<file path="config.mk">
export PLATFORM = sky130hd
export DESIGN_NAME = bmp_24bit_stream_writer_unit
export DESIGN_NICKNAME = d
export VERILOG_FILES = /design/src/design/bmpw_pkg.sv /design/src/design/bmp_24bit_stream_writer_unit.sv /design/src/design/bmpw_front.sv /design/src/design/bmpw_queue.sv /design/src/design/bmpw_back.sv
export SDC_FILE = /design/constraint.sdc
export NUM_CORES = 1
export LEC_CHECK = 0
export ABC_CLOCK_PERIOD_IN_PS = 7100
export BUFFER_PORTS_ARGS = -buffer_cell sky130_fd_sc_hd__buf_2
export CAP_MARGIN = 20
export CORE_UTILIZATION = 50
export DETAILED_ROUTE_END_ITERATION = 6
export PLACE_DENSITY = 0.66
export REMOVE_ABC_BUFFERS = 1
export SLEW_MARGIN = 20
export SYNTH_ARGS = -nofsm -noshare
export SYNTH_HDL_FRONTEND = slang
export SYNTH_HIERARCHICAL = 1
export SYNTH_SLANG_ARGS = --single-unit
</file>
<file path="constraint.sdc">
create_clock -name clock -period 7.1 [get_ports clock]
set_clock_uncertainty 0.05 [all_clocks]
set_input_delay 1.42 -clock clock [delete_from_list [all_inputs] [get_ports clock]]
set_output_delay 1.42 -clock clock [all_outputs]
set_load 0.01 [all_outputs]
</file>
<file path="src/design/bmpw_pkg.sv">
// package: shared types and constants of the 24-bit bmp stream writer
`default_nettype none

package bmpw_pkg;

   // field widths
   localparam int DIM_W    = 13;
   localparam int COL_W    = 12;
   localparam int STRIDE_W = 14;
   localparam int RAW_W    = 27;
   localparam int IDX_W    = 6;

   // largest accepted width or height
   localparam logic [DIM_W-1:0] MAX_DIM = 13'd4096;

   // register indexes of the csr port
   localparam logic CSR_IMAGE_WIDTH  = 1'b0;
   localparam logic CSR_IMAGE_HEIGHT = 1'b1;

   // reset values of the registers
   localparam logic [DIM_W-1:0] WIDTH_RESET  = 13'd640;
   localparam logic [DIM_W-1:0] HEIGHT_RESET = 13'd480;

   // transfer queue between front and back
   localparam int QUEUE_DEPTH = 4;
   localparam int QPTR_W      = $clog2(QUEUE_DEPTH);

   // header layout
   localparam logic [IDX_W-1:0] HDR_LAST   = 6'd53;
   localparam logic [IDX_W-1:0] OFS_MAGIC0 = 6'd0;
   localparam logic [IDX_W-1:0] OFS_MAGIC1 = 6'd1;
   localparam logic [IDX_W-1:0] OFS_FSIZE  = 6'd2;
   localparam logic [IDX_W-1:0] OFS_OFFSET = 6'd10;
   localparam logic [IDX_W-1:0] OFS_INFO   = 6'd14;
   localparam logic [IDX_W-1:0] OFS_WIDTH  = 6'd18;
   localparam logic [IDX_W-1:0] OFS_HEIGHT = 6'd22;
   localparam logic [IDX_W-1:0] OFS_PLANES = 6'd26;
   localparam logic [IDX_W-1:0] OFS_BPP    = 6'd28;
   localparam logic [IDX_W-1:0] OFS_RAW    = 6'd34;
   localparam logic [IDX_W-1:0] OFS_XRES   = 6'd38;
   localparam logic [IDX_W-1:0] OFS_YRES   = 6'd42;

   // header byte values
   localparam logic [7:0]  MAGIC_B    = 8'h42;
   localparam logic [7:0]  MAGIC_M    = 8'h4D;
   localparam logic [7:0]  DATA_OFS   = 8'h36;
   localparam logic [7:0]  INFO_SIZE  = 8'h28;
   localparam logic [7:0]  PLANES     = 8'h01;
   localparam logic [7:0]  BITS_PIXEL = 8'h18;
   localparam logic [31:0] RES_PPM    = 32'h0000_0B13;
   localparam logic [31:0] HDR_BYTES  = 32'd54;

   // one classified pixel, as queued from front to back
   typedef struct packed {
      logic [7:0]          blue;
      logic [7:0]          green;
      logic [7:0]          red;
      logic                header;
      logic                row_end;
      logic                frame_end;
      logic [1:0]          pad;
      logic [DIM_W-1:0]    width;
      logic [DIM_W-1:0]    height;
      logic [STRIDE_W-1:0] stride;
   } entry_type;

   // handshake between queue and back
   typedef struct packed {
      logic valid;
      logic ready;
   } link_type;

endpackage

`default_nettype wire

</file>
<file path="src/design/bmp_24bit_stream_writer_unit.sv">
// top level: 24-bit bmp stream writer, front classifier, queue and byte sequencer
//
// Usage:
//   req channel takes one pixel per transaction, tdata = {red, green, blue},
//   in file order (bottom row first, left to right).
//   rsp channel gives one file byte per transaction; tlast marks the final
//   byte caused by a pixel, tuser marks the final byte of the whole file.
//   csr channel writes image_width (index 0) or image_height (index 1); it is
//   always ready; the user must write it only while the block is idle (not enforced).
// Path: a taken pixel is queued, loaded as the current entry, then its first byte is registered.
// Throughput: one byte per cycle while rsp_tready is high, set by the single output byte
//   register; a pixel gives 3 bytes, plus 54 header bytes at a frame start and up to
//   3 pad bytes at a row end.
// The four-entry queue lets req keep being taken while the output waits.
// Reset clears the counters and queue, and sets the registers to 640 x 480.
// When rsp_tready is low the current byte holds and the sequencer waits;
//   req_tready drops once the queue is full.
`default_nettype none

module bmp_24bit_stream_writer_unit (
   input  wire        clock,
   input  wire        reset,
   // pixel input: [7:0] blue, [15:8] green, [23:16] red
   input  wire        req_tvalid,
   output logic       req_tready,
   input  wire [23:0] req_tdata,
   // byte output: [7:0] out_byte
   output logic       rsp_tvalid,
   input  wire        rsp_tready,
   output logic [7:0] rsp_tdata,
   output logic       rsp_tlast,
   // rsp_tuser: [0] end_of_file
   output logic       rsp_tuser,
   // register writes
   input  wire        csr_valid,
   output logic       csr_ready,
   input  wire        csr_index,
   input  wire [12:0] csr_data
);
   import bmpw_pkg::*;

   entry_type front_entry;
   entry_type head_entry;
   link_type  head_link;
   logic      queue_full;
   logic      pop;
   logic      in_accept;

   assign csr_ready  = 1'b1;
   assign req_tready = !queue_full;
   assign in_accept  = req_tvalid && req_tready;

   bmpw_front u_front (
      .clock     (clock),
      .reset     (reset),
      .csr_valid (csr_valid),
      .csr_index (csr_index),
      .csr_data  (csr_data),
      .in_accept (in_accept),
      .in_pixel  (req_tdata),
      .entry     (front_entry)
   );

   bmpw_queue u_queue (
      .clock         (clock),
      .reset         (reset),
      .push          (in_accept),
      .push_entry    (front_entry),
      .full          (queue_full),
      .head_link_out (head_link),
      .pop           (pop),
      .head_entry    (head_entry)
   );

   bmpw_back u_back (
      .clock      (clock),
      .reset      (reset),
      .head_link  (head_link),
      .head_entry (head_entry),
      .pop        (pop),
      .rsp_valid  (rsp_tvalid),
      .rsp_ready  (rsp_tready),
      .rsp_byte   (rsp_tdata),
      .rsp_last   (rsp_tlast),
      .rsp_eof    (rsp_tuser)
   );

endmodule

`default_nettype wire

</file>
<file path="src/design/bmpw_front.sv">
// front: config registers, row/column counters and pixel classification
`default_nettype none

module bmpw_front (
   input  wire                     clock,
   input  wire                     reset,
   input  wire                     csr_valid,
   input  wire                     csr_index,
   input  wire [12:0]              csr_data,
   input  wire                     in_accept,
   input  wire [23:0]              in_pixel,
   output bmpw_pkg::entry_type     entry
);
   import bmpw_pkg::*;

   logic [DIM_W-1:0] width_ff, width_in;
   logic [DIM_W-1:0] height_ff, height_in;
   logic [COL_W-1:0] col_ff, col_in;
   logic [DIM_W-1:0] row_ff, row_in;
   logic             hdr_sent_ff, hdr_sent_in;

   logic [DIM_W-1:0] w_clamp;
   logic [DIM_W-1:0] h_clamp;
   logic [DIM_W:0]   row_next;
   logic [DIM_W-1:0] col_next;
   logic             row_end;
   logic             frame_end;

   // config register writes
   always_comb begin
      width_in  = width_ff;
      height_in = height_ff;
      if (csr_valid) begin
         if (csr_index == CSR_IMAGE_WIDTH) width_in = csr_data;
         else height_in = csr_data;
      end
   end

   // clamp dimensions into 1..MAX_DIM
   always_comb begin
      if (width_ff == '0) w_clamp = DIM_W'(1);
      else if (width_ff > MAX_DIM) w_clamp = MAX_DIM;
      else w_clamp = width_ff;
      if (height_ff == '0) h_clamp = DIM_W'(1);
      else if (height_ff > MAX_DIM) h_clamp = MAX_DIM;
      else h_clamp = height_ff;
   end

   // row and frame end detection
   assign col_next  = {1'b0, col_ff} + DIM_W'(1);
   assign row_next  = {1'b0, row_ff} + (DIM_W+1)'(1);
   assign row_end   = (col_next >= w_clamp);
   assign frame_end = row_end && (row_next >= {1'b0, h_clamp});

   // counter update on each accepted pixel
   always_comb begin
      col_in      = col_ff;
      row_in      = row_ff;
      hdr_sent_in = hdr_sent_ff;
      if (in_accept) begin
         hdr_sent_in = !frame_end;
         if (row_end) begin
            col_in = '0;
            if (frame_end) row_in = '0;
            else row_in = row_next[DIM_W-1:0];
         end else begin
            col_in = col_next[COL_W-1:0];
         end
      end
   end

   always_ff @(posedge clock) begin
      if (reset) begin
         width_ff    <= WIDTH_RESET;
         height_ff   <= HEIGHT_RESET;
         col_ff      <= '0;
         row_ff      <= '0;
         hdr_sent_ff <= 1'b0;
      end else begin
         width_ff    <= width_in;
         height_ff   <= height_in;
         col_ff      <= col_in;
         row_ff      <= row_in;
         hdr_sent_ff <= hdr_sent_in;
      end
   end

   // classified entry for the queue
   always_comb begin
      entry.blue      = in_pixel[7:0];
      entry.green     = in_pixel[15:8];
      entry.red       = in_pixel[23:16];
      entry.header    = !hdr_sent_ff;
      entry.row_end   = row_end;
      entry.frame_end = frame_end;
      // 3w mod 4 is -w mod 4, so the padding is w mod 4
      entry.pad       = w_clamp[1:0];
      entry.width     = w_clamp;
      entry.height    = h_clamp;
      entry.stride    = STRIDE_W'({w_clamp, 1'b0}) + STRIDE_W'(w_clamp)
                        + STRIDE_W'(w_clamp[1:0]);
   end

endmodule

`default_nettype wire

</file>
<file path="src/design/bmpw_queue.sv">
// queue: short fifo of classified pixels between front and back
`default_nettype none

module bmpw_queue (
   input  wire                 clock,
   input  wire                 reset,
   input  wire                 push,
   input  bmpw_pkg::entry_type push_entry,
   output logic                full,
   output bmpw_pkg::link_type  head_link_out,
   input  wire                 pop,
   output bmpw_pkg::entry_type head_entry
);
   import bmpw_pkg::*;

   entry_type         slot_ff [QUEUE_DEPTH];
   logic [QPTR_W-1:0] wr_ptr_ff, wr_ptr_in;
   logic [QPTR_W-1:0] rd_ptr_ff, rd_ptr_in;
   logic [QPTR_W:0]   count_ff, count_in;
   logic              do_push;
   logic              do_pop;

   assign full     = (count_ff == (QPTR_W+1)'(QUEUE_DEPTH));
   assign do_push  = push && !full;
   assign do_pop   = pop && (count_ff != '0);

   assign head_link_out.valid = (count_ff != '0);
   assign head_link_out.ready = pop;
   assign head_entry          = slot_ff[rd_ptr_ff];

   // pointer and fill count update
   always_comb begin
      wr_ptr_in = do_push ? wr_ptr_ff + QPTR_W'(1) : wr_ptr_ff;
      rd_ptr_in = do_pop  ? rd_ptr_ff + QPTR_W'(1) : rd_ptr_ff;
      count_in  = count_ff;
      if (do_push && !do_pop) count_in = count_ff + (QPTR_W+1)'(1);
      else if (do_pop && !do_push) count_in = count_ff - (QPTR_W+1)'(1);
   end

   always_ff @(posedge clock) begin
      if (reset) begin
         wr_ptr_ff <= '0;
         rd_ptr_ff <= '0;
         count_ff  <= '0;
      end else begin
         wr_ptr_ff <= wr_ptr_in;
         rd_ptr_ff <= rd_ptr_in;
         count_ff  <= count_in;
      end
   end

   // entry storage
   always_ff @(posedge clock) begin
      if (do_push) slot_ff[wr_ptr_ff] <= push_entry;
   end

endmodule

`default_nettype wire

</file>
<file path="src/design/bmpw_back.sv">
// back: byte sequencer for header, pixel bytes and row padding
`default_nettype none

module bmpw_back (
   input  wire                 clock,
   input  wire                 reset,
   input  bmpw_pkg::link_type  head_link,
   input  bmpw_pkg::entry_type head_entry,
   output logic                pop,
   output logic                rsp_valid,
   input  wire                 rsp_ready,
   output logic [7:0]          rsp_byte,
   output logic                rsp_last,
   output logic                rsp_eof
);
   import bmpw_pkg::*;

   localparam logic [1:0] PH_HDR = 2'd0;
   localparam logic [1:0] PH_PIX = 2'd1;
   localparam logic [1:0] PH_PAD = 2'd2;

   entry_type        cur_ff;
   logic             busy_ff, busy_in;
   logic [1:0]       phase_ff, phase_in;
   logic [IDX_W-1:0] idx_ff, idx_in;
   logic [RAW_W-1:0] raw_ff;
   logic             out_valid_ff;
   logic [7:0]       out_byte_ff;
   logic             out_last_ff;
   logic             out_eof_ff;

   logic             adv;
   logic             last_byte;
   logic             load;
   logic             has_pad;
   logic [7:0]       hdr_byte;
   logic [7:0]       byte_now;
   logic [31:0]      file_size;
   logic [31:0]      word;
   logic [1:0]       lane;

   assign has_pad = cur_ff.row_end && (cur_ff.pad != 2'd0);
   assign adv     = busy_ff && (!out_valid_ff || rsp_ready);

   // final byte of the current pixel
   always_comb begin
      unique case (phase_ff)
         PH_PAD:  last_byte = (idx_ff[1:0] == cur_ff.pad - 2'd1);
         PH_PIX:  last_byte = (idx_ff[1:0] == 2'd2) && !has_pad;
         default: last_byte = 1'b0;
      endcase
   end

   assign load = head_link.valid && (!busy_ff || (adv && last_byte));
   assign pop  = load;

   // pixel data size, registered from the current entry
   always_ff @(posedge clock) begin
      raw_ff <= RAW_W'(cur_ff.stride * cur_ff.height);
   end

   assign file_size = 32'(raw_ff) + HDR_BYTES;

   // header byte selection
   always_comb begin
      word     = '0;
      lane     = 2'd0;
      hdr_byte = 8'h00;
      if (idx_ff >= OFS_FSIZE && idx_ff < OFS_FSIZE + 6'd4) begin
         word = file_size;
         lane = 2'(idx_ff - OFS_FSIZE);
      end else if (idx_ff >= OFS_WIDTH && idx_ff < OFS_WIDTH + 6'd4) begin
         word = 32'(cur_ff.width);
         lane = 2'(idx_ff - OFS_WIDTH);
      end else if (idx_ff >= OFS_HEIGHT && idx_ff < OFS_HEIGHT + 6'd4) begin
         word = 32'(cur_ff.height);
         lane = 2'(idx_ff - OFS_HEIGHT);
      end else if (idx_ff >= OFS_RAW && idx_ff < OFS_RAW + 6'd4) begin
         word = 32'(raw_ff);
         lane = 2'(idx_ff - OFS_RAW);
      end else if (idx_ff >= OFS_XRES && idx_ff < OFS_XRES + 6'd4) begin
         word = RES_PPM;
         lane = 2'(idx_ff - OFS_XRES);
      end else if (idx_ff >= OFS_YRES && idx_ff < OFS_YRES + 6'd4) begin
         word = RES_PPM;
         lane = 2'(idx_ff - OFS_YRES);
      end
      hdr_byte = word[{lane, 3'b000} +: 8];
      if (idx_ff == OFS_MAGIC0) hdr_byte = MAGIC_B;
      else if (idx_ff == OFS_MAGIC1) hdr_byte = MAGIC_M;
      else if (idx_ff == OFS_OFFSET) hdr_byte = DATA_OFS;
      else if (idx_ff == OFS_INFO) hdr_byte = INFO_SIZE;
      else if (idx_ff == OFS_PLANES) hdr_byte = PLANES;
      else if (idx_ff == OFS_BPP) hdr_byte = BITS_PIXEL;
   end

   // byte for the current step
   always_comb begin
      unique case (phase_ff)
         PH_HDR: byte_now = hdr_byte;
         PH_PIX: begin
            case (idx_ff[1:0])
               2'd0:    byte_now = cur_ff.blue;
               2'd1:    byte_now = cur_ff.green;
               default: byte_now = cur_ff.red;
            endcase
         end
         default: byte_now = 8'h00;
      endcase
   end

   // sequencer stepping
   always_comb begin
      busy_in  = busy_ff;
      phase_in = phase_ff;
      idx_in   = idx_ff;
      if (load) begin
         busy_in  = 1'b1;
         phase_in = head_entry.header ? PH_HDR : PH_PIX;
         idx_in   = '0;
      end else if (adv && last_byte) begin
         busy_in = 1'b0;
      end else if (adv) begin
         unique case (phase_ff)
            PH_HDR: begin
               if (idx_ff == HDR_LAST) begin
                  phase_in = PH_PIX;
                  idx_in   = '0;
               end else begin
                  idx_in = idx_ff + IDX_W'(1);
               end
            end
            PH_PIX: begin
               if (idx_ff[1:0] == 2'd2) begin
                  phase_in = PH_PAD;
                  idx_in   = '0;
               end else begin
                  idx_in = idx_ff + IDX_W'(1);
               end
            end
            default: idx_in = idx_ff + IDX_W'(1);
         endcase
      end
   end

   always_ff @(posedge clock) begin
      if (reset) begin
         busy_ff  <= 1'b0;
         phase_ff <= PH_PIX;
         idx_ff   <= '0;
      end else begin
         busy_ff  <= busy_in;
         phase_ff <= phase_in;
         idx_ff   <= idx_in;
      end
   end

   // current entry
   always_ff @(posedge clock) begin
      if (load) cur_ff <= head_entry;
   end

   // output register
   always_ff @(posedge clock) begin
      if (reset) begin
         out_valid_ff <= 1'b0;
      end else if (adv) begin
         out_valid_ff <= 1'b1;
      end else if (rsp_ready) begin
         out_valid_ff <= 1'b0;
      end
   end

   always_ff @(posedge clock) begin
      if (adv) begin
         out_byte_ff <= byte_now;
         out_last_ff <= last_byte;
         out_eof_ff  <= last_byte && cur_ff.frame_end;
      end
   end

   assign rsp_valid = out_valid_ff;
   assign rsp_byte  = out_byte_ff;
   assign rsp_last  = out_last_ff;
   assign rsp_eof   = out_eof_ff;

`ifndef SYNTH
   // end of file is only flagged on the last byte of a pixel
   a_eof_is_last: assert property (@(posedge clock) disable iff (reset)
      out_valid_ff && out_eof_ff |-> out_last_ff)
      else $error("end of file without last of run");

   // padding phase only runs for a row end with nonzero padding
   a_pad_needed: assert property (@(posedge clock) disable iff (reset)
      busy_ff && (phase_ff == PH_PAD) |-> has_pad)
      else $error("padding phase without padding");

   // header phase only for an entry that carries the header
   a_hdr_entry: assert property (@(posedge clock) disable iff (reset)
      busy_ff && (phase_ff == PH_HDR) |-> cur_ff.header)
      else $error("header phase for a non-header entry");

   // pixel phase index stays within three bytes
   a_pix_idx: assert property (@(posedge clock) disable iff (reset)
      busy_ff && (phase_ff == PH_PIX) |-> idx_ff < IDX_W'(3))
      else $error("pixel byte index out of range");

   // the queue is only popped while it holds an entry
   a_pop_valid: assert property (@(posedge clock) disable iff (reset)
      head_link.ready |-> head_link.valid)
      else $error("pop from an empty queue");
`endif

endmodule

`default_nettype wire

</file>
# After elaboration in Yosys (flattened, before gate mapping)
# Memories as Yosys holds them, arrays and structs flattened. A register that Yosys moved wholly into a read port is not among the register bits.
# Index checks and enable logic that the tools add are counted.
dict set report totals {
  romBits 0
  register_bits 174
  n_memories 1
  word_cells 171
  output_inout_bits 13
  latchBits 0
  mem_bits_rw 276
  in_bits 43
}
# memory depth word_bits rd rd_ports_with_merged_regs write_ports line
set mem_list {}
lappend mem_list {u_queue.slot_ff 4 69 1 1 1 bmpw_queue.sv:16} ;# entry_type slot_ff [QUEUE_DEPTH];
dict set report classes {
  div 0
  n_mul 1
  order_cmp 16
  n_reduce_logical 46
  shifts 1
  n_eq_ne 15
  muxes 47
  bitwise_logic 2
  add_sub_neg 17
}
# operator count
set ops {}
lappend ops {{$mux W32} 5}
lappend ops {{$mux W13} 5}
lappend ops {{$mux W8} 6}
lappend ops {{$pmux W8 S2} 2}
lappend ops {{$shiftx A32 B6 Y8} 1}
lappend ops {{$add A27 B6 Y28 const B} 1}
lappend ops {{$mul A14 B13 Y27} 1}
lappend ops {{$gt A13 B13 Y1 const B} 2}
lappend ops {{$logic_not A13 Y1} 2}
lappend ops {{$mux W2} 13}
lappend ops {{$mux W12} 2}
lappend ops {{$ge A6 B6 Y1 const B} 3}
lappend ops {{$logic_and A1 B1 Y1} 18}
lappend ops {{$lt A6 B6 Y1 const B} 3}
lappend ops {{$add A13 B1 Y14 const B} 1}
lappend ops {{$add A14 B13 Y14} 1}
lappend ops {{$add A14 B2 Y14} 1}
lappend ops {{$ge A14 B13 Y1} 1}
lappend ops {{$add A12 B1 Y13 const B} 1}
lappend ops {{$ge A13 B13 Y1} 1}
lappend ops {{$eq A6 B4 Y1 const B} 2}
lappend ops {{$eq A6 B5 Y1 const B} 2}
lappend ops {{$ge A6 B5 Y1 const B} 2}
lappend ops {{$lt A6 B5 Y1 const B} 2}
lappend ops {{other kinds (32)} 67}

# Depth between registers and ports, before layout
# Gate-level depths: netlist (run 1).
dict set report depth {
  depth_word 16
  ltp_mapped 20
  depth_no_buf 18
}

# By module
# Netlist (run 1), hierarchy kept.
# module instances cells_each area_per_inst_um2 seq_area_each_um2
set modules_own_cells {}
lappend modules_own_cells {bmpw_back 1 1224 11619.9 3083.0}
lappend modules_own_cells {bmpw_queue 1 410 10431.3 8468.1}
lappend modules_own_cells {bmpw_front 1 546 4259.1 1041.0}
lappend modules_own_cells {bmp_24bit_stream_writer_unit 1 4 21.3 0.0}

# Least setup slack after synthesis (run 1)
# OpenSTA, ideal clock, no wires.
dict set report synth_path {
  path_type {reg2reg}
  from {register u_back/cur_ff[17] in the netlist's numbering}
  to {register u_back.raw_ff[25]}
  setup_slack_ns 1.824
  synth_period_minus_slack_ns 5.276
  setup_ns 0.086
  arrival_ns 5.140
  t_required_ns 6.964
  path_buffers 1
  path_stages_with_launch 19
  cell_sequence {edfxtp_1 > clkbuf_1 > and2_1 > fa_1 > inv_1 > fa_1 > inv_1 > fa_1 > inv_1 > fa_1 > fa_1 > inv_1 > ha_1 > and3_1 > a221o_1 > a211o_1 > o2111ai_1 > a31oi_1 > a211oi_1}
}
dict set report synth_between {
  elab_chain_cells 1
}
# item line
set synth_rtl {}
lappend synth_rtl {{from (decl)} bmpw_back.sv:22} ;# entry_type cur_ff;
lappend synth_rtl {{from (signal assigned)} bmpw_back.sv:160} ;# if (load) cur_ff <= head_entry;
lappend synth_rtl {{$mul A14 B13 Y27} bmpw_back.sv:59} ;# raw_ff <= RAW_W'(cur_ff.stride * cur_ff.height);
lappend synth_rtl {{to (signal assigned)} bmpw_back.sv:59}
lappend synth_rtl {{to (decl)} bmpw_back.sv:26} ;# logic [RAW_W-1:0] raw_ff;
# No other way between the ends.
# A chain may end at the register's enable or synchronous reset.

# Final worst setup path (run 1)
dict set report layout_path {
  from {register u_back/cur_ff[17] in the netlist's numbering}
  to {register u_back.raw_ff[26]}
}
# Same word-level chain as after synthesis.

==> results of run 1 <==
-- stage by stage --
step                setup slack (ns)  area, um2  utilization (%)  instances  hold slack [ns]
finish                         1.342      28420            55.06       2887           0.4209
global route                   1.008      28420            55.06       2887           0.4595
CTS                            1.322      28420            55.06       2887           0.4198
detailed placement             1.298      26870            52.06       2802           0.4113
global placement               1.506      26870            52.06       2802           0.4096
floorplan                      1.887      25610                -       2052           0.3744
-- worst paths after layout --
path	to	slack, ns
setup reg to reg	u_back/raw_ff[26]	1.34
hold / removal	u_front/height_ff[0]	0.42
setup / recovery	u_back/raw_ff[26]	1.34
hold reg to reg	u_front/height_ff[0]	0.42
-- worst reg2reg max path, stage by stage (launching register included) --
cell and delay, ns:
edfxtp_1 0.62, and2_1 0.29, fa_1 0.53, inv_1 0.05
fa_1 0.53, inv_1 0.05, fa_1 0.47, fa_1 0.50
inv_1 0.06, fa_1 0.53, inv_1 0.04, ha_1 0.33
o21ai_0 0.27, a21oi_1 0.14, a21oi_1 0.29, o21ai_0 0.23
o41ai_1 0.48, o211ai_1 0.17
-- placed cells by master, fill, tap and decap left out, types with 43 or more instances in the layout --
| cell type | count |
|---|---|
| edfxtp_1 | 354 |
| inv_1 | 253 |
| nand2_1 | 229 |
| fa_1 | 134 |
| ha_1 | 134 |
| and2_1 | 109 |
| dfxtp_1 | 96 |
| a21oi_1 | 76 |
| mux4_2 | 69 |
| buf_2 | 54 |
| clkbuf_16 | 48 |
| nor2_1 | 48 |
| xnor2_1 | 43 |
-- metal layers --
layer  up-vias  GRT usage (%)  wire, um
met5         -              0         0
met4         0          6.312      1243
met3        87          3.113      3165
met2       479          36.43     27480
met1      8211          32.08     26620
li1       7712              -         -
-- flip-flops by register name (all words and copies together), names as in the netlist, named ones only --
| name | count |
|---|---|
| u_front/width_ff | 13 |
| u_queue/rd_ptr_ff | 2 |
| u_back/rsp_eof | 1 |
| u_back/idx_ff | 6 |
| u_queue/wr_ptr_ff | 2 |
| u_back/busy_ff | 1 |
| u_back/rsp_valid | 1 |
| u_front/col_ff | 12 |
| u_back/cur_ff | 68 |
| u_back/raw_ff | 27 |
| u_queue/count_ff | 3 |
| u_back/rsp_byte | 8 |
| u_queue/slot_ff | 276 |
| u_front/hdr_sent_ff | 1 |
| u_front/height_ff | 13 |
| u_back/phase_ff | 2 |
| u_front/row_ff | 13 |
| u_back/rsp_last | 1 |
-- area by class of cell --
| class | instances | area (um2) |
|---|---|---|
| inverter | 254 | 953.4 |
| sequential | 452 | 12600 |
| multi-input combinational | 1346 | 12080 |
| timing repair buffer | 70 | 390.4 |
| tap | 680 | 850.8 |
| fill | 4326 | 23200 |
| clock buffer | 59 | 1252 |
| clock inverter | 26 | 292.8 |
==> results.ini, run 1 <==
[drt]
dr_total_vias = 16490
drt_wl_total_um = 58510
drt_iter0_drc = 1502
drcViolationCount = 0
detail-route-antenna-nets = 0
routedWlPerCell_um = 20.27
vias_per_cell = 5.711
drtPass1Iterations = 6

[critical_path]
cp_num_buf_inv = 4
path_class = flip-flop to flip-flop
reg2regPathDepth = 17
critPathTopFamily = adder cells
crit_cells = 17
critPathLaunch = u_back/cur_ff[17]
slowest_delay_ns = 0.62
crit_path_max_fanout = 15
path_cells = and2_1, fa_1, inv_1, fa_1, inv_1, fa_1, fa_1, inv_1, fa_1, inv_1, ha_1, o21ai_0, a21oi_1, a21oi_1, o21ai_0, o41ai_1, o211ai_1
r2r-start = u_back/cur_ff[17]
cp.required_ns = 7.50
startpoint_type = flip-flop
crit_slowest_cell = edfxtp_1
crit_top_cell = fa_1
critPathCaptureType = flip-flop
critPathArrivalTime_ns = 6.15

[grt]
grt_pass1_vias = 17180
grt_start_max_net_pins = 68
grt_usage_pct = 22.63
antenna_found_initial = 0
grt_pass1_wl_um = 94870
grt_remaining_overflow = 0

[placement]
dp.final_hpwl_um = 41680
numPortBuffers = 54
routabilityCongestion = 0.9325

[min_path]
hp-class = flip-flop to flip-flop
hp-start = u_front/height_ff[0]
whs_path_depth = 2

[floorplanning]
die_x_um = 231.5
num_rows = 83
die_y_um = 231.5
core_um2 = 51610
die_area_um2 = 53570
start_util_pct = 51.00
ios = 56

[cts]
cts.reportedPaths.clkPinSlew_ns = 0.06
cts_resized = 0
numCtsBuffers = 46
cts_sinks = 452
cts_root_buf = clkbuf_16
clkLatencyLatePin_ns = 0.60
cts_tree = done
h-tree-depth = 2
hold_buffers = 0
postCtsSetupRepairBufs = 0
cts_buffer_depth = 3

[sta]
relSlewSlack_pct = 29.14
period_share_pct = 81.10
worstMarginPinSlew_ns = 1.059
slew_viol_final = 0
rsz0062_at_grt = no
max_freq_mhz = 173.7
final-hold-violation-count = 0
min_period_ns = 5.758
setup_viol = 0
finalSetupTns_ns = 0

[synthesis]
syn_area_um2 = 26320
synth_cells = 2183
ys_warn_count = 6
avgSynthCellArea_um2 = 12.06

[cells_and_area]
drive_gt1_share_pct = 11.01
diodes = 0
area_growth_pct = 7.947
finalNetCount = 2481

[run]
cap_violations = 0

[run_status]
status = complete, no violations

Power of run 1 is not shown: default switching activity piles up to over one toggle a cycle in this logic, so the estimate is an artifact.
==> run 2: changes to the inputs <==
- ABC_AREA: unset -> 1
- ABC_CLOCK_PERIOD_IN_PS: 7100 -> 5500
- clock period: 7.1 -> 5.5 ns (I/O delays scaled with it)
==> run 2 against run 1 <==
Effect of this change: die area rose by 0.94%; synthesized cell count rose by 28%; sequential cell count did not move; routed wire length up 7.0%; first-iteration DRC count is 6.9% higher; register-to-register slack worse by 1.1 ns; worst setup slack worse by 1.1 ns; cell count increased by 24%; sequential share of layout area fell by 1.0 points; clock-buffer cell count up 9; hold slack worse by 0.0095 ns.
==> results.ini, run 2 <==
[cells_and_area]
finalCoreUtilization_pct = 55.34  ; +0.28 points
finalNetCount = 3161  ; +27%
top_regs = u_queue/slot_ff x276, u_back/cur_ff x68, u_back/raw_ff x27
drive_gt1_share_pct = 9.453  ; -1.6 points
largest_register_ffs = 276  ; unchanged
final_common_cell = nand2_1
nFillCells = 4629  ; +7.0%
area_growth_pct = 9.431
diodes = 0  ; unchanged
fin_area_um2 = 29080  ; +2.3%
mostFrequentLayoutCells = nand2_1, inv_1, edfxtp_1
top_register = u_queue/slot_ff

[sta]
worstMarginPinSlew_ns = 0.9961  ; -0.06290 ns
final-hold-violation-count = 0  ; unchanged
period_share_pct = 95.24  ; +14 points
relSlewSlack_pct = 33.60  ; +4.5 points
max_freq_mhz = 190.9  ; +9.9%
slew_viol_final = 0  ; unchanged
finalSetupTns_ns = 0  ; unchanged
min_period_ns = 5.238  ; -0.5201 ns
setup_viol = 0  ; unchanged

[cts]
cts_buffer_depth = 3  ; unchanged
cts_root_buf = clkbuf_16
clkLatencyLatePin_ns = 0.59  ; about the same
hold_buffers = 0  ; unchanged
numCtsBuffers = 46  ; unchanged
h-tree-depth = 2  ; unchanged
cts_tree = done
cts.reportedPaths.clkPinSlew_ns = 0.06  ; about the same
cts_sinks = 452  ; unchanged

[critical_path]
critPathLaunch = u_back/cur_ff[26]
crit_path_max_fanout = 8  ; -7
cp.required_ns = 5.90  ; -1.60 ns
r2r-start = u_back/cur_ff[26]
critPathArrivalTime_ns = 5.64  ; -0.51 ns
path_class = flip-flop to flip-flop
startpoint_type = flip-flop
critPathCaptureType = flip-flop

[floorplanning]
die_y_um = 232.5  ; +0.47%
num_rows = 84  ; +1.2%
start_util_pct = 50.57  ; -0.44 points
die_x_um = 232.5  ; +0.47%
ios = 56  ; unchanged
die_area_um2 = 54070  ; +0.94%
core_um2 = 52550  ; +1.8%

[synthesis]
avgSynthCellArea_um2 = 9.487  ; -21%
ys_warn_count = 6  ; unchanged
syn_area_um2 = 26570  ; +0.95%
synth_cells = 2801  ; +28%

[grt]
antenna_found_initial = 0  ; unchanged
grt_remaining_overflow = 0  ; unchanged
grt_pass1_vias = 18480  ; +7.5%
grt_start_max_net_pins = 86  ; +26%
grt_usage_pct = 23.36  ; +0.73 points
grt_pass1_wl_um = 98660  ; +4.0%

[min_path]
hp-class = flip-flop to flip-flop
hp-start = u_front/width_ff[10]

[drt]
drt_iter0_drc = 1606  ; +6.9%
drtPass1Iterations = 7  ; +1
routedWlPerCell_um = 17.51  ; -14%
vias_per_cell = 5.306  ; -7.1%
top_layer = met4
dr_total_vias = 18980  ; +15%
drt-met1-wl_um = 28660  ; +7.7%
drcViolationCount = 0  ; unchanged
detail-route-antenna-nets = 0  ; unchanged
wl_met2_um = 29400  ; +7.0%
wl_met3_um = 3325  ; +5.1%
drt_wl_total_um = 62620  ; +7.0%

[placement]
routabilityCongestion = 0.9138  ; -2.0%
dpl_cell_area_um2 = 27160  ; +1.1%
numPortBuffers = 54  ; unchanged
dp.final_hpwl_um = 43650  ; +4.7%

[run_status]
status = complete, no violations

[run]
cap_violations = 0  ; unchanged

-- run 2: per-stage QoR --
step | worst slack, ns | hold WS, ns | std cells
final | 0.2619 | 0.4114 | 3576
after global routing | -0.05439 | 0.4291 | 3576
after CTS | 0.06188 | 0.4137 | 3530
after detailed placement | 0.03365 | 0.4060 | 3440
after global placement | 0.1276 | 0.4034 | 3440
after floorplan | 0.3931 | 0.3866 | 2668
-- run 2: cell type report --
| class | instances | area, um2 | share of cell area, % |
|---|---|---|---|
| Clock inverter | 18 | 191.4 | 0.6583 |
| Multi-Input combinational cell | 1759 | 11460 | 39.40 |
| Timing Repair Buffer | 134 | 955.9 | 3.287 |
| Sequential cell | 452 | 12600 | 43.33 |
| Inverter | 457 | 1718 | 5.908 |
| Clock buffer | 68 | 1295 | 4.453 |
| Tap cell | 688 | 860.8 | 2.960 |
-- run 2: path summary, 6_finish.rpt --
check                         endpoint  slack [ns]  depth (start not counted)
hold / removal    u_front/width_ff[10]        0.41                          2
setup reg to reg     u_back/raw_ff[26]        0.26                         20
setup / recovery     u_back/raw_ff[26]        0.26                         20
hold reg to reg   u_front/width_ff[10]        0.41                          2
-- run 2: critical path, cell delays in order (launching register included) --
cell,delay [ns]
edfxtp_1,0.53
buf_4,0.17
buf_4,0.16
nand2_1,0.09
fa_1,0.58
inv_1,0.08
fa_1,0.54
inv_1,0.06
fa_1,0.50
fa_1,0.54
inv_1,0.04
ha_1,0.32
ha_1,0.39
nand2_1,0.13
nor3_2,0.23
nand4_1,0.12
nand3_1,0.15
nand3_1,0.08
nand2_1,0.10
a31oi_1,0.09
xor2_1,0.14
-- run 2: metal layers --
metal  vias to the layer above  track usage, %
li1                       9175               -
met1                      9168           33.16
met2                       546           37.99
met3                        87           3.088
met4                         0           5.515
met5                         -               0
-- run 2: repair_timing --
action                                  CTS  global route
resized for setup                         0             8
endpoints found under the setup margin    1             9
buffers inserted                          4            46
Power of run 2 is left out for the same reason.
==> run 3: changes to the inputs <==
- CORE_MARGIN: unset -> 3
==> run 3 against run 2 <==
Effect of this change: maximum frequency down 0.32%; core utilization up 0.58 points; sequential share of layout area up 0.069 points; non-clock buffer count down 11; critical endpoint is now u_back/raw_ff[25]; largest cell class unchanged; highest routed layer unchanged.
==> results.ini, run 3 (synthesis gave the netlist of run 2 again) <==
[grt]
grt_remaining_overflow = 0  ; unchanged
grt_start_max_net_pins = 93  ; +8.1%
grt_usage_pct = 21.75  ; -1.6 points
grt_pass1_vias = 18250  ; -1.2%
antenna_found_initial = 0  ; unchanged
grt_pass1_wl_um = 97680  ; -0.99%

[sta]
whs_ns = 0.4143  ; +0.002960 ns
final-hold-violation-count = 0  ; unchanged
worstMarginPinSlew_ns = 1.034  ; +0.03786 ns
period_share_pct = 95.55  ; +0.31 points
slew_viol_final = 0  ; unchanged
setup_viol = 0  ; unchanged
rsz0062_at_grt = yes
max_freq_mhz = 190.3  ; -0.32%
min_period_ns = 5.255  ; +0.01702 ns
relSlewSlack_pct = 31.00  ; -2.6 points

[floorplanning]
start_util_pct = 51.18  ; +0.61 points
die_area_um2 = 55950  ; +3.5%
ios = 56  ; unchanged
num_rows = 83  ; -1.2%
core_um2 = 51920  ; -1.2%
die_y_um = 236.5  ; +1.7%
die_x_um = 236.5  ; +1.7%

[critical_path]
cp.required_ns = 5.91  ; about the same
reg2reg_slack_ns = 0.24  ; -0.02 ns
startpoint_type = flip-flop
path_cells = buf_4, nand2_1, inv_1, fa_1, fa_1, fa_1, fa_1, inv_1, fa_1, inv_1, ha_1, a21oi_1, o21ai_0, a21oi_1, o21ai_1, a21oi_1, o21ai_1, nand2_1, nand2_1, nand2_1, nand2_1
critPathCaptureType = flip-flop
path_class = flip-flop to flip-flop
r2r_end = u_back/raw_ff[25]
r2r-start = u_back/cur_ff[26]
crit_slowest_cell = fa_1
reg2regPathDepth = 21  ; +5.0%
crit_path_max_fanout = 5  ; -3
slowest_delay_ns = 0.56  ; -0.02 ns
critPathArrivalTime_ns = 5.66  ; +0.02 ns

[cells_and_area]
finalNetCount = 3150  ; -0.35%
fin_cells = 3557  ; -0.53%
drive_gt1_share_pct = 9.420  ; -0.033 points
area_growth_pct = 9.257
final_common_cell = nand2_1
top_register = u_queue/slot_ff
mostFrequentLayoutCells = nand2_1, inv_1, edfxtp_1
finalCoreUtilization_pct = 55.91  ; +0.58 points
diodes = 0  ; unchanged
top_regs = u_queue/slot_ff x276, u_back/cur_ff x68, u_back/raw_ff x27
largest_register_ffs = 276  ; unchanged

[placement]
dpl.cell_count = 3442  ; +0.058%
dp.final_hpwl_um = 43910  ; +0.60%
routabilityCongestion = 0.8913  ; -2.5%
numPortBuffers = 54  ; unchanged

[cts]
cts_sinks = 452  ; unchanged
hold_buffers = 0  ; unchanged
h-tree-depth = 2  ; unchanged
clkLatencyLatePin_ns = 0.59  ; about the same
cts.reportedPaths.clkPinSlew_ns = 0.06  ; about the same
numCtsBuffers = 46  ; unchanged
cts_tree = done
cts_buffer_depth = 3  ; unchanged
cts_root_buf = clkbuf_16

[run_status]
status = complete, no violations

[run]
cap_violations = 0  ; unchanged

[min_path]
whs_path_depth = 2  ; unchanged
hp-class = flip-flop to flip-flop
hp-start = u_front/width_ff[10]
min_to = u_front/width_ff[10]

[drt]
routedWlPerCell_um = 17.42  ; -0.55%
dr_total_vias = 18970  ; -0.011%
drcViolationCount = 0  ; unchanged
drt_wl_total_um = 61950  ; -1.1%
vias_per_cell = 5.334  ; +0.52%
drtPass1Iterations = 6  ; -1
detail-route-antenna-nets = 0  ; unchanged
drt_iter0_drc = 1791  ; +12%

[run 3: cell type report]
type                            instances  area [um2]
Tap cell                              680       850.8
Fill cell                            4506       22890
Sequential cell                       452       12600
Multi-Input combinational cell       1759       11470
Clock buffer                           58        1206
Clock inverter                         28       365.4
Timing Repair Buffer                  123       820.8
Inverter                              457        1718
[run 3: worst max-delay path by stage]
stage                 startpoint                    end  slack (ns)  cells past startpoint
3_5_place_dp   u_back/cur_ff[19]      u_back/raw_ff[26]        0.10                     18
6_report       u_back/cur_ff[26]      u_back/raw_ff[25]        0.24                     21
2_1_floorplan         req_tvalid  u_queue/slot_ff[0][0]        0.39                      4
3_3_place_gp   u_back/cur_ff[19]      u_back/raw_ff[25]        0.18                     20
5_1_grt        u_back/cur_ff[26]      u_back/raw_ff[25]       -0.05                     21
4_1_cts        u_back/cur_ff[19]      u_back/raw_ff[26]         0.1                     18
[run 3: repair_timing]
item	CTS	global route
gates resized for setup	0	9
buffers inserted	0	29
endpoints found under the setup margin	0	8
[run 3: metrics by stage]
| step | worst slack, ns | TNS, ns | instance area [um2] |
|---|---|---|---|
| floorplan | 0.3931 | 0 | 25710 |
| global placement | 0.1824 | 0 | 27200 |
| detailed placement | 0.1031 | 0 | 27200 |
| CTS | 0.09533 | 0 | 28770 |
| global route | -0.04511 | -0.04511 | 29030 |
| finish | 0.2449 | 0 | 29030 |
[run 3: worst max-delay path: cells and delay by family (launching register included)]
kind	cells	cell delay (ns)
adders and majority gates	6	3.03
DFF	1	0.46
buffers and inverters	4	0.35
AOI/OAI and AO/OA	6	0.95
and+or+nand+nor	5	0.29
[run 3: routing by layer]
layer	global-route usage [%]	vias up	wire length [um]	share of wire [%]
met1	31.38	9120	28390	46
li1	-	9169	-	-
met2	35.10	607	28730	46
met4	4.948	0	1008	1.6
met3	3.168	78	3815	6.2
met5	0	-	0	0
Power of run 3 is left out for the same reason.
